==> src/rtl/core/otsu_pkg.sv <==
// ---------------------------------------------------------------------------
// otsu_pkg
// Shared types and constants of the frame threshold block.
// ---------------------------------------------------------------------------
package otsu_pkg;

    localparam int NBINS   = 256;
    localparam int LVL_W   = 8;
    localparam int CNT_W   = 17;
    localparam int WB_W    = CNT_W + 1;
    localparam int SUM_W   = 24;
    localparam int DIFF_W  = 41;
    localparam int WT_W    = 32;
    localparam int LIMB_W  = 32;
    localparam int PROD_W  = 2 * LIMB_W;
    localparam int ACC_W   = 4 * LIMB_W;
    localparam int SQ_W    = 2 * DIFF_W;
    localparam int STEP_W  = 5;

    localparam logic [LVL_W-1:0] LAST_LVL = LVL_W'(NBINS - 1);

    typedef enum logic [2:0] {
        S_ACCUM,
        S_RD,
        S_BIN,
        S_CALC,
        S_EMIT
    } t_state;

    // one pixel as it travels from front to back
    typedef struct packed {
        logic [LVL_W-1:0] green;
        logic             last;
    } t_pix;

    // one partial product request to the shared multiplier
    typedef struct packed {
        logic              en;
        logic              clr;
        logic [1:0]        sh;
        logic [LIMB_W-1:0] a;
        logic [LIMB_W-1:0] b;
    } t_mac_op;

endpackage

==> src/rtl/core/otsu_front.sv <==
// ---------------------------------------------------------------------------
// otsu_front
// Pixel intake: tags the frame's last pixel and holds up to two pixels in a
// small queue so the histogram side can stall on its own.
// ---------------------------------------------------------------------------
module otsu_front (
    input  logic                         i_clk,
    input  logic                         i_rst_n,
    input  logic                         i_valid,
    output logic                         o_stall,
    input  logic [otsu_pkg::LVL_W-1:0]   i_green_value,
    input  logic                         i_frame_end,
    output logic                         o_q_vld,
    output otsu_pkg::t_pix               o_q_item,
    input  logic                         i_pop
);
    import otsu_pkg::*;

    t_pix       r_mem [2];
    logic       r_wp, r_rp;
    logic [1:0] r_cnt;
    logic       push;

    assign o_stall  = (r_cnt == 2'd2);
    assign push     = i_valid && !o_stall;
    assign o_q_vld  = (r_cnt != 2'd0);
    assign o_q_item = r_mem[r_rp];

    always_ff @(posedge i_clk) begin
        if (push) begin
            r_mem[r_wp] <= '{green: i_green_value, last: i_frame_end};
        end
    end

    always_ff @(posedge i_clk) begin
        if (!i_rst_n) begin
            r_wp  <= 1'b0;
            r_rp  <= 1'b0;
            r_cnt <= 2'd0;
        end else begin
            if (push) begin
                r_wp <= !r_wp;
            end
            if (i_pop) begin
                r_rp <= !r_rp;
            end
            case ({push, i_pop})
                2'b10:   r_cnt <= r_cnt + 2'd1;
                2'b01:   r_cnt <= r_cnt - 2'd1;
                default: r_cnt <= r_cnt;
            endcase
        end
    end

endmodule

==> config.mk <==
export PLATFORM = sky130hd
export DESIGN_NAME = otsu_front
export DESIGN_NICKNAME = d
export VERILOG_FILES = /design/src/rtl/core/otsu_pkg.sv /design/src/rtl/core/otsu_front.sv
export SDC_FILE = /design/constraint.sdc
export NUM_CORES = 1
export LEC_CHECK = 0
export BUFFER_PORTS_ARGS = -buffer_cell sky130_fd_sc_hd__buf_4
export CELL_PAD_IN_SITES_DETAIL_PLACEMENT = 1
export CELL_PAD_IN_SITES_GLOBAL_PLACEMENT = 1
export CORE_ASPECT_RATIO = 1.1
export CORE_MARGIN = 3
export CORE_UTILIZATION = 25
export CTS_CLUSTER_SIZE = 20
export DETAILED_ROUTE_END_ITERATION = 10
export PLACE_DENSITY_LB_ADDON = 0.1
export SYNTH_ARGS = -nofsm -noshare
export SYNTH_HDL_FRONTEND = slang
export SYNTH_SLANG_ARGS = --single-unit
==> constraint.sdc <==
create_clock -name i_clk -period 2.9 [get_ports i_clk]
set_input_delay 0.435 -clock i_clk [delete_from_list [all_inputs] [get_ports i_clk]]
set_output_delay 0.435 -clock i_clk [all_outputs]
set_load 0.1 [all_outputs]
After elaboration in Yosys (flattened, before gate mapping) --
Memories as Yosys holds them, arrays and structs flattened. A register that Yosys moved wholly into a read port is not among the register bits. Index checks and enable logic that the tools add are counted. Widths: inputs -> output; s select.
Storage, ports and cells: output and inout port bits 11, memory bits (writable) 18, memories kept 1, register bits 4
Operators by class: $add $sub $neg 2, muxes and demuxes 5, reduce and logical (&&, ||, !) cells 6, eq/ne operators 3
Memory list:
- r_mem | depth 2, bits a word 9, rd ports 1, clocked after Yosys merged registers in 1, write ports 1, line otsu_front.sv:19 | t_pix r_mem [2];
Operators by type and width (count):
- $eq 2x2->1 const B | 2
- $mux 1 | 4
- $pmux 2 s2 | 1
- $reduce_bool 2->1 | 2
- $logic_not 1->1 | 3
- $add 2x1->2 const B | 1
- $eq 2x1->1 const B | 1
- $sub 2x1->2 const B | 1
- $logic_and 1x1->1 | 1

Logic depth before layout (Yosys ltp) --
Gate-level depths: netlist of run 1.
depth in word-level cells 5, gate-level depth with buffers 6, mapped depth without buffers 6

Worst setup path before layout of run 1 --
No wires, ideal clock.
kind flip-flop to flip-flop, from register r_cnt[0], to memory r_mem[0][0] in the netlist's numbering, enable pin, required time 2.571 ns, cell stages (with the launch flop) 5, path slack 1.273 ns, clock period less this slack 1.627 ns, setup time 0.329 ns, buffers on the path 0, arrival time 1.297 ns, path through dfxtp_1 nand2b_2 inv_2 or3_1 inv_1
Between the ends: longest elaborated chain between the ends 5
RTL lines:
- start, declared | line otsu_front.sv:21 | logic [1:0] r_cnt;
- start signal, assigned | line otsu_front.sv:48 | 2'b10: r_cnt <= r_cnt + 2'd1;
- start signal, assigned | line otsu_front.sv:49 | 2'b01: r_cnt <= r_cnt - 2'd1;
- start signal, assigned | line otsu_front.sv:50 | default: r_cnt <= r_cnt;
- $eq 2x2->1 | line otsu_front.sv:24 | assign o_stall = (r_cnt == 2'd2);
- named net o_stall | line otsu_front.sv:10 | output logic o_stall,
- $logic_not 1->1 | line otsu_front.sv:25 | assign push = i_valid && !o_stall;
- $logic_and 1x1->1 | line otsu_front.sv:25
- $mux 1 | line otsu_front.sv:30 | if (push) begin
- $mux 1 (not written as such) | line otsu_front.sv:31 | r_mem[r_wp] <= '{green: i_green_value, last: i_frame_end};
- end, declared | line otsu_front.sv:19
The timed path passes the listed nets, and every way through them passes these cells.

==> results of run 1 <==
-- cell type report --
type / instances / area (sq um) / area share [%]
flip-flops and latches: 23 / 641 / 56.6
clock buffers: 3 / 22.5 / 1.99
multi-input cells: 26 / 221 / 19.6
clock inverters: 1 / 5.00 / 0.442
repair buffers: 23 / 173 / 15.3
well taps: 46 / 57.6 / 5.09
inverters: 3 / 11.3 / 0.996
-- worst max path at each step --
| stage | startpoint | endpoint | slack, ns | depth (start not counted) |
|---|---|---|---|---|
| CTS | register | o_q_item[4] | 0.89 | 2 |
| global route | register | o_q_item[0] | 0.83 | 2 |
| floorplan | r_cnt[0]$_SDFFE_PN0P_ | r_mem[0][0]$_DFFE_PP_ | 1.27 | 4 |
| global placement | register | o_q_item[4] | 1.23 | 2 |
| finish | register | o_q_item[4] | 0.94 | 2 |
| detailed placement | register | o_q_item[4] | 1.24 | 2 |
-- placed cells by master, fill, tap and decap left out, drive strengths merged, types with 3 or more instances in the layout --
cell    instances
and2            3
buf            23
clkbuf          3
dfxtp           5
edfxtp         18
inv             3
mux2            9
-- kinds of logic after synthesis --
group	after synthesis	synth area share (%)
compound gates	4	2.85
xor+xnor	3	2.99
fa+ha+maj	1	1.42
buf+inv	4	1.85
flops	23	72.9
mux	9	11.5
simple gates	9	6.41
-- metrics by stage --
step | cell area, sq um | util, %
6_report | 1130 | 35.3
5_1_grt | 1130 | 35.3
4_1_cts | 1130 | 35.3
3_5_place_dp | 1100 | 34.4
3_3_place_gp | 1100 | 34.4
2_1_floorplan | 878 | -
-- worst reg2reg max path: stages, from the launching register on --
cell and delay [ns]:
dfxtp_1 0.41, nand2b_2 0.17, inv_2 0.04, or3_1 0.33, inv_1 0.31
-- flip-flops by register name, indices dropped and copies added (netlist names), named ones only --
signal and flops:
r_mem 18, r_cnt 2, r_rp 1, r_wp 1
-- cells in the mapped netlist (all sizes together) --
library cell | instances | area share (%)
or3 | 2 | 1.4
dfxtp | 5 | 11
nand2 | 1 | 0.43
inv | 3 | 1.3
and2 | 3 | 2.1
buf | 1 | 0.57
xnor2 | 2 | 2.0
or2 | 1 | 0.71
o21ai | 2 | 1.1
nand2b | 1 | 1.0
a21boi | 2 | 1.7
edfxtp | 18 | 62
xor2 | 1 | 1.0
and3 | 1 | 0.71
mux2 | 9 | 12
ha | 1 | 1.4
-- power by group through the flow --
stage / registers [mW] / clock network, mW / logic [mW]
floorplan: 0.409 / 0 / 0.259
global route: 0.416 / 0.162 / 0.331
global placement: 0.418 / 0 / 0.316
detailed placement: 0.419 / 0 / 0.318
finish: 0.411 / 0.140 / 0.314
CTS: 0.412 / 0.148 / 0.318
-- metal layers --
| layer | wire length [microns] | GRT usage (%) | up-vias |
|---|---|---|---|
| met2 | 700 | 12.3 | 14 |
| met3 | 105 | 2.30 | 2 |
| met5 | 0 | 0 | - |
| met4 | 21 | 4.96 | 0 |
| met1 | 628 | 8.04 | 242 |
| li1 | - | - | 244 |
==> run summary, run 1 <==
Worst Tran Pin Value -> 0.460 ns
Via-per-instance ratio -> 4.02
Clk pwr share -> 16.2%
Buffers added on ports -> 23
First-pass GRT wire length -> 2300 microns
Gate Count Post-Synth -> 53
Maximum VDD drop -> 0.000353 V
Worst Path Arrival -> 1.53 ns
Final setup fails -> 0
Die W -> 62.5 microns
DIE HEIGHT -> 68.2 microns
Peak Freq -> 509 MHz
Post-synthesis sequential area ratio -> 72.9%
Reg2reg setup slack -> 1.31 ns
Logic pwr share -> 36.3%
Worst slew margin -> 69.3%
Worst-Skew Late Latency -> 0.30 ns
Hold WC Path Type -> primary input to register
Syn-to-layout area delta -> 28.8%
Buf/Inv on CP -> 1
Clock skew -> 0.00397 ns
Synth Cell Area -> 878 sq um
WHS Path Cells -> 1
# rows -> 21
Worst r2r dst -> r_mem[0][0]$_DFFE_PP_
CP max stage delay -> 0.60 ns
Yosys Warn Count -> 0
Initial Util -> 27.4%
Fin. max-slew vios -> 0
Sw Ratio -> 39.2%
Avg Inst Size Synth -> 16.6 sq um
Pwr/cell area -> 765 nW/um^2
H-tree levels -> 1
Initial antenna violation count -> 0
NumNets Final -> 94
Final Power -> 0.865 mW
RSZ-0062 raised after global routing -> no
Post-CTS Setup Inserts -> 0
GRT overflow -> 0
Worst R2R Path Depth -> 4
Core Area -> 3210 sq um
DRC Markers -> 0
Outcome -> complete, no violations
P_int -> 0.526 mW
GRT Total Usage -> 7.29%
Worst hold slack -> 0.312 ns
Final RePlAce weighted congestion -> 0.601
Pin count of the biggest net entering global routing -> 14
Post-route insts no fill -> 125
Final hold viol count -> 0
Post_cts resized -> 0
Hold Buf Count CTS -> 0
CTS sink cnt -> 23
Netlist cell types -> 17
Leak -> 0.443 nW
Sw power -> 0.339 mW
Final WS setup -> 0.935 ns
Min Tclk post-route -> 1.96 ns
Crit path launch type -> register
Setup TNS -> 0 ns
Sequential share of power -> 47.5%
Hold Path Sink -> r_mem[0][8]$_DFFE_PP_
Number of global-route vias before repair -> 505
Clock transition at path regs -> 0.12 ns
Pre-CTS setup slack -> 1.24 ns
Router iterations before antenna repair -> 2
Worst endpoint required time -> 2.47 ns
Vias -> 502
Diodes inserted -> 0
Total Wirelength -> 1460 microns
Setup crit end kind -> output pin
Synth Net Count -> 67
Max Buffers Root-to-Sink -> 2
Initial drt markers -> 2
IO Count -> 24
Crit-path cells -> mux2_2, buf_4
Cells after DPL -> 121
Number of nets with antenna violations after routing -> 0
Critical-path top delay cell -> dfxtp_1
Die area -> 4260 sq um
CP max FO -> 9
Reg2reg start -> r_cnt[0]$_SDFFE_PN0P_
Num CTS Buffers -> 3
Crit path max-delay family -> flip-flops
DP HPWL -> 1070 microns
Final worst path period share -> 67.7%
Hold_sp -> i_green_value[7]
#FFs+latches synth -> 23
WS Path Type -> register to output pin
CTS tree -> yes
CTS root buffer -> clkbuf_4
Layout cells sized above 1 -> 49.4%
FILL cells -> 362
Maxcap violations -> 0
Wire per inst -> 11.6 microns
No activity file was read; power rests on OpenSTA's default activity.
==> run 2, diff against run 1 <==
Clock period 2.9 ns to 1.6 ns, I/O delays scaled along.
==> run summary, run 2 (synthesized netlist as in run 1, its figures left out) <==
Register area -> 643 sq um
Top flop regs -> r_mem: 18 flops, r_cnt: 2 flops
Die area -> 4260 sq um
Peak Freq -> 637 MHz
Most common cell after layout, fill and taps aside -> edfxtp_1
RSZ-0062 raised after global routing -> yes
Core Area -> 3210 sq um
Number of nets with antenna violations after routing -> 0
CTS sink cnt -> 23
WL met1 -> 690 microns
WS Path Type -> register to output pin
Clock transition at path regs -> 0.12 ns
Max Buffers Root-to-Sink -> 2
Clock skew -> 0.00259 ns
Met2 WL -> 785 microns
Uppermost routed layer -> met4
Diodes inserted -> 0
Initial drt markers -> 4
Post-route cell area -> 1260 sq um
Final hold viol count -> 0
DRC Markers -> 0
Maximum VDD drop -> 0.000613 V
IO Count -> 24
Initial Util -> 27.4%
Num CTS Buffers -> 3
Number of global-route vias before repair -> 533
Most frequent cells in the layout -> edfxtp_1 (18), buf_4 (15), mux2_4 (5), buf_6 (5), buf_12 (5)
GRT Total Usage -> 7.92%
CP max FO -> 4
Final setup fails -> 0
DIE HEIGHT -> 68.2 microns
First-pass GRT wire length -> 2520 microns
CTS tree -> yes
Final RePlAce weighted congestion -> 0.664
Worst endpoint required time -> 1.36 ns
Fin. max-slew vios -> 0
Via-per-instance ratio -> 4.02
CTS root buffer -> clkbuf_4
Pwr/cell area -> 1330 nW/um^2
Crit path launch type -> register
Final worst path period share -> 98.2%
Worst slew margin -> 81.5%
Worst Tran Pin Value -> 0.279 ns
NumNets Final -> 97
Hold WC Path Type -> primary input to register
Final WS setup -> 0.0291 ns
Initial antenna violation count -> 0
Outcome -> complete, no violations
Setup TNS -> 0 ns
Leak -> 0.507 nW
Worst hold slack -> 0.107 ns
Maxcap violations -> 0
Max reg flops -> 18
Min Tclk post-route -> 1.57 ns
Total Wirelength -> 1610 microns
Most flop-heavy register -> r_mem
Worst Path Arrival -> 1.33 ns
Metal3 WL -> 117 microns
H-tree levels -> 1
Area of the multi-input gates -> 240 sq um
Vias -> 514
Wire per inst -> 12.6 microns
Buffers added on ports -> 23
Router iterations before antenna repair -> 2
Layout cells sized above 1 -> 54.9%
Setup crit end kind -> output pin
Syn-to-layout area delta -> 43.9%
Post-DP Area -> 1120 sq um
# rows -> 21
Worst-Skew Late Latency -> 0.31 ns
Pin count of the biggest net entering global routing -> 14
GRT overflow -> 0
Die W -> 62.5 microns
Pre-CTS setup slack -> 0.132 ns
DP HPWL -> 1090 microns
FILL cells -> 358
-- run 2: cell types whose count changed in the layout (fill, tap and decap cells not counted), moves of 2 or more --
| cell | before | now |
|---|---|---|
| buf_12 | 0 | 5 |
| buf_4 | 23 | 15 |
| buf_6 | 0 | 5 |
| dfxtp_1 | 5 | 3 |
| dfxtp_2 | 0 | 2 |
| mux2_2 | 9 | 4 |
| mux2_4 | 0 | 5 |
-- run 2: layer usage --
metal / vias up / GRT usage, %
met5: - / 0
met3: 2 / 3.78
met1: 248 / 8.93
met2: 16 / 13.4
li1: 248 / -
met4: 0 / 2.48
-- run 2: stage by stage --
step | power, mW | utilization [%] | cells
detailed placement | 1.34 | 34.9 | 123
global route | 1.76 | 39.4 | 128
CTS | 1.64 | 36.9 | 127
global placement | 1.34 | 34.9 | 123
finish | 1.68 | 39.4 | 128
floorplan | 1.21 | - | 53
-- run 2: cell type report --
class	instances	share of cell area (%)
Clock buffer	3	1.78
Clock inverter	1	0.396
Inverter	3	0.891
Multi-Input combinational cell	26	19.0
Sequential cell	23	50.9
Tap cell	46	4.55
Timing Repair Buffer	26	22.5
-- run 2: power breakdown --
part	total [mW]	internal (mW)	leakage, nW	switching, mW
clock	0.264	0.0933	0.0177	0.170
sequential	0.740	0.713	0.210	0.0267
combinational	0.678	0.229	0.279	0.449
total	1.68	1.04	0.507	0.647
-- run 2: timing repair --
item                                    4_1_cts  5_1_grt
pin swaps                                     0        0
gates resized for setup                      10       21
hold buffers                                  0        0
gates cloned                                  0        1
setup buffers                                 0        0
endpoints found under the setup margin        9       10
-- run 2: worst paths after layout --
kind,from,end,slack [ns],depth (start not counted)
worst max-delay path,register,o_q_item[8],0.03,3
worst max register to register,r_cnt[0]$_SDFFE_PN0P_,r_cnt[1]$_SDFFE_PN0P_,0.16,5
worst min-delay path,i_green_value[2],r_mem[1][3]$_DFFE_PP_,0.11,1
worst min register to register,r_wp$_SDFFE_PN0P_,r_wp$_SDFFE_PN0P_,0.51,2
-- run 2: critical path, stage by stage, from the launching register on --
cell	delay, ns
dfxtp_2	0.38
buf_6	0.12
mux2_2	0.34
buf_6	0.19
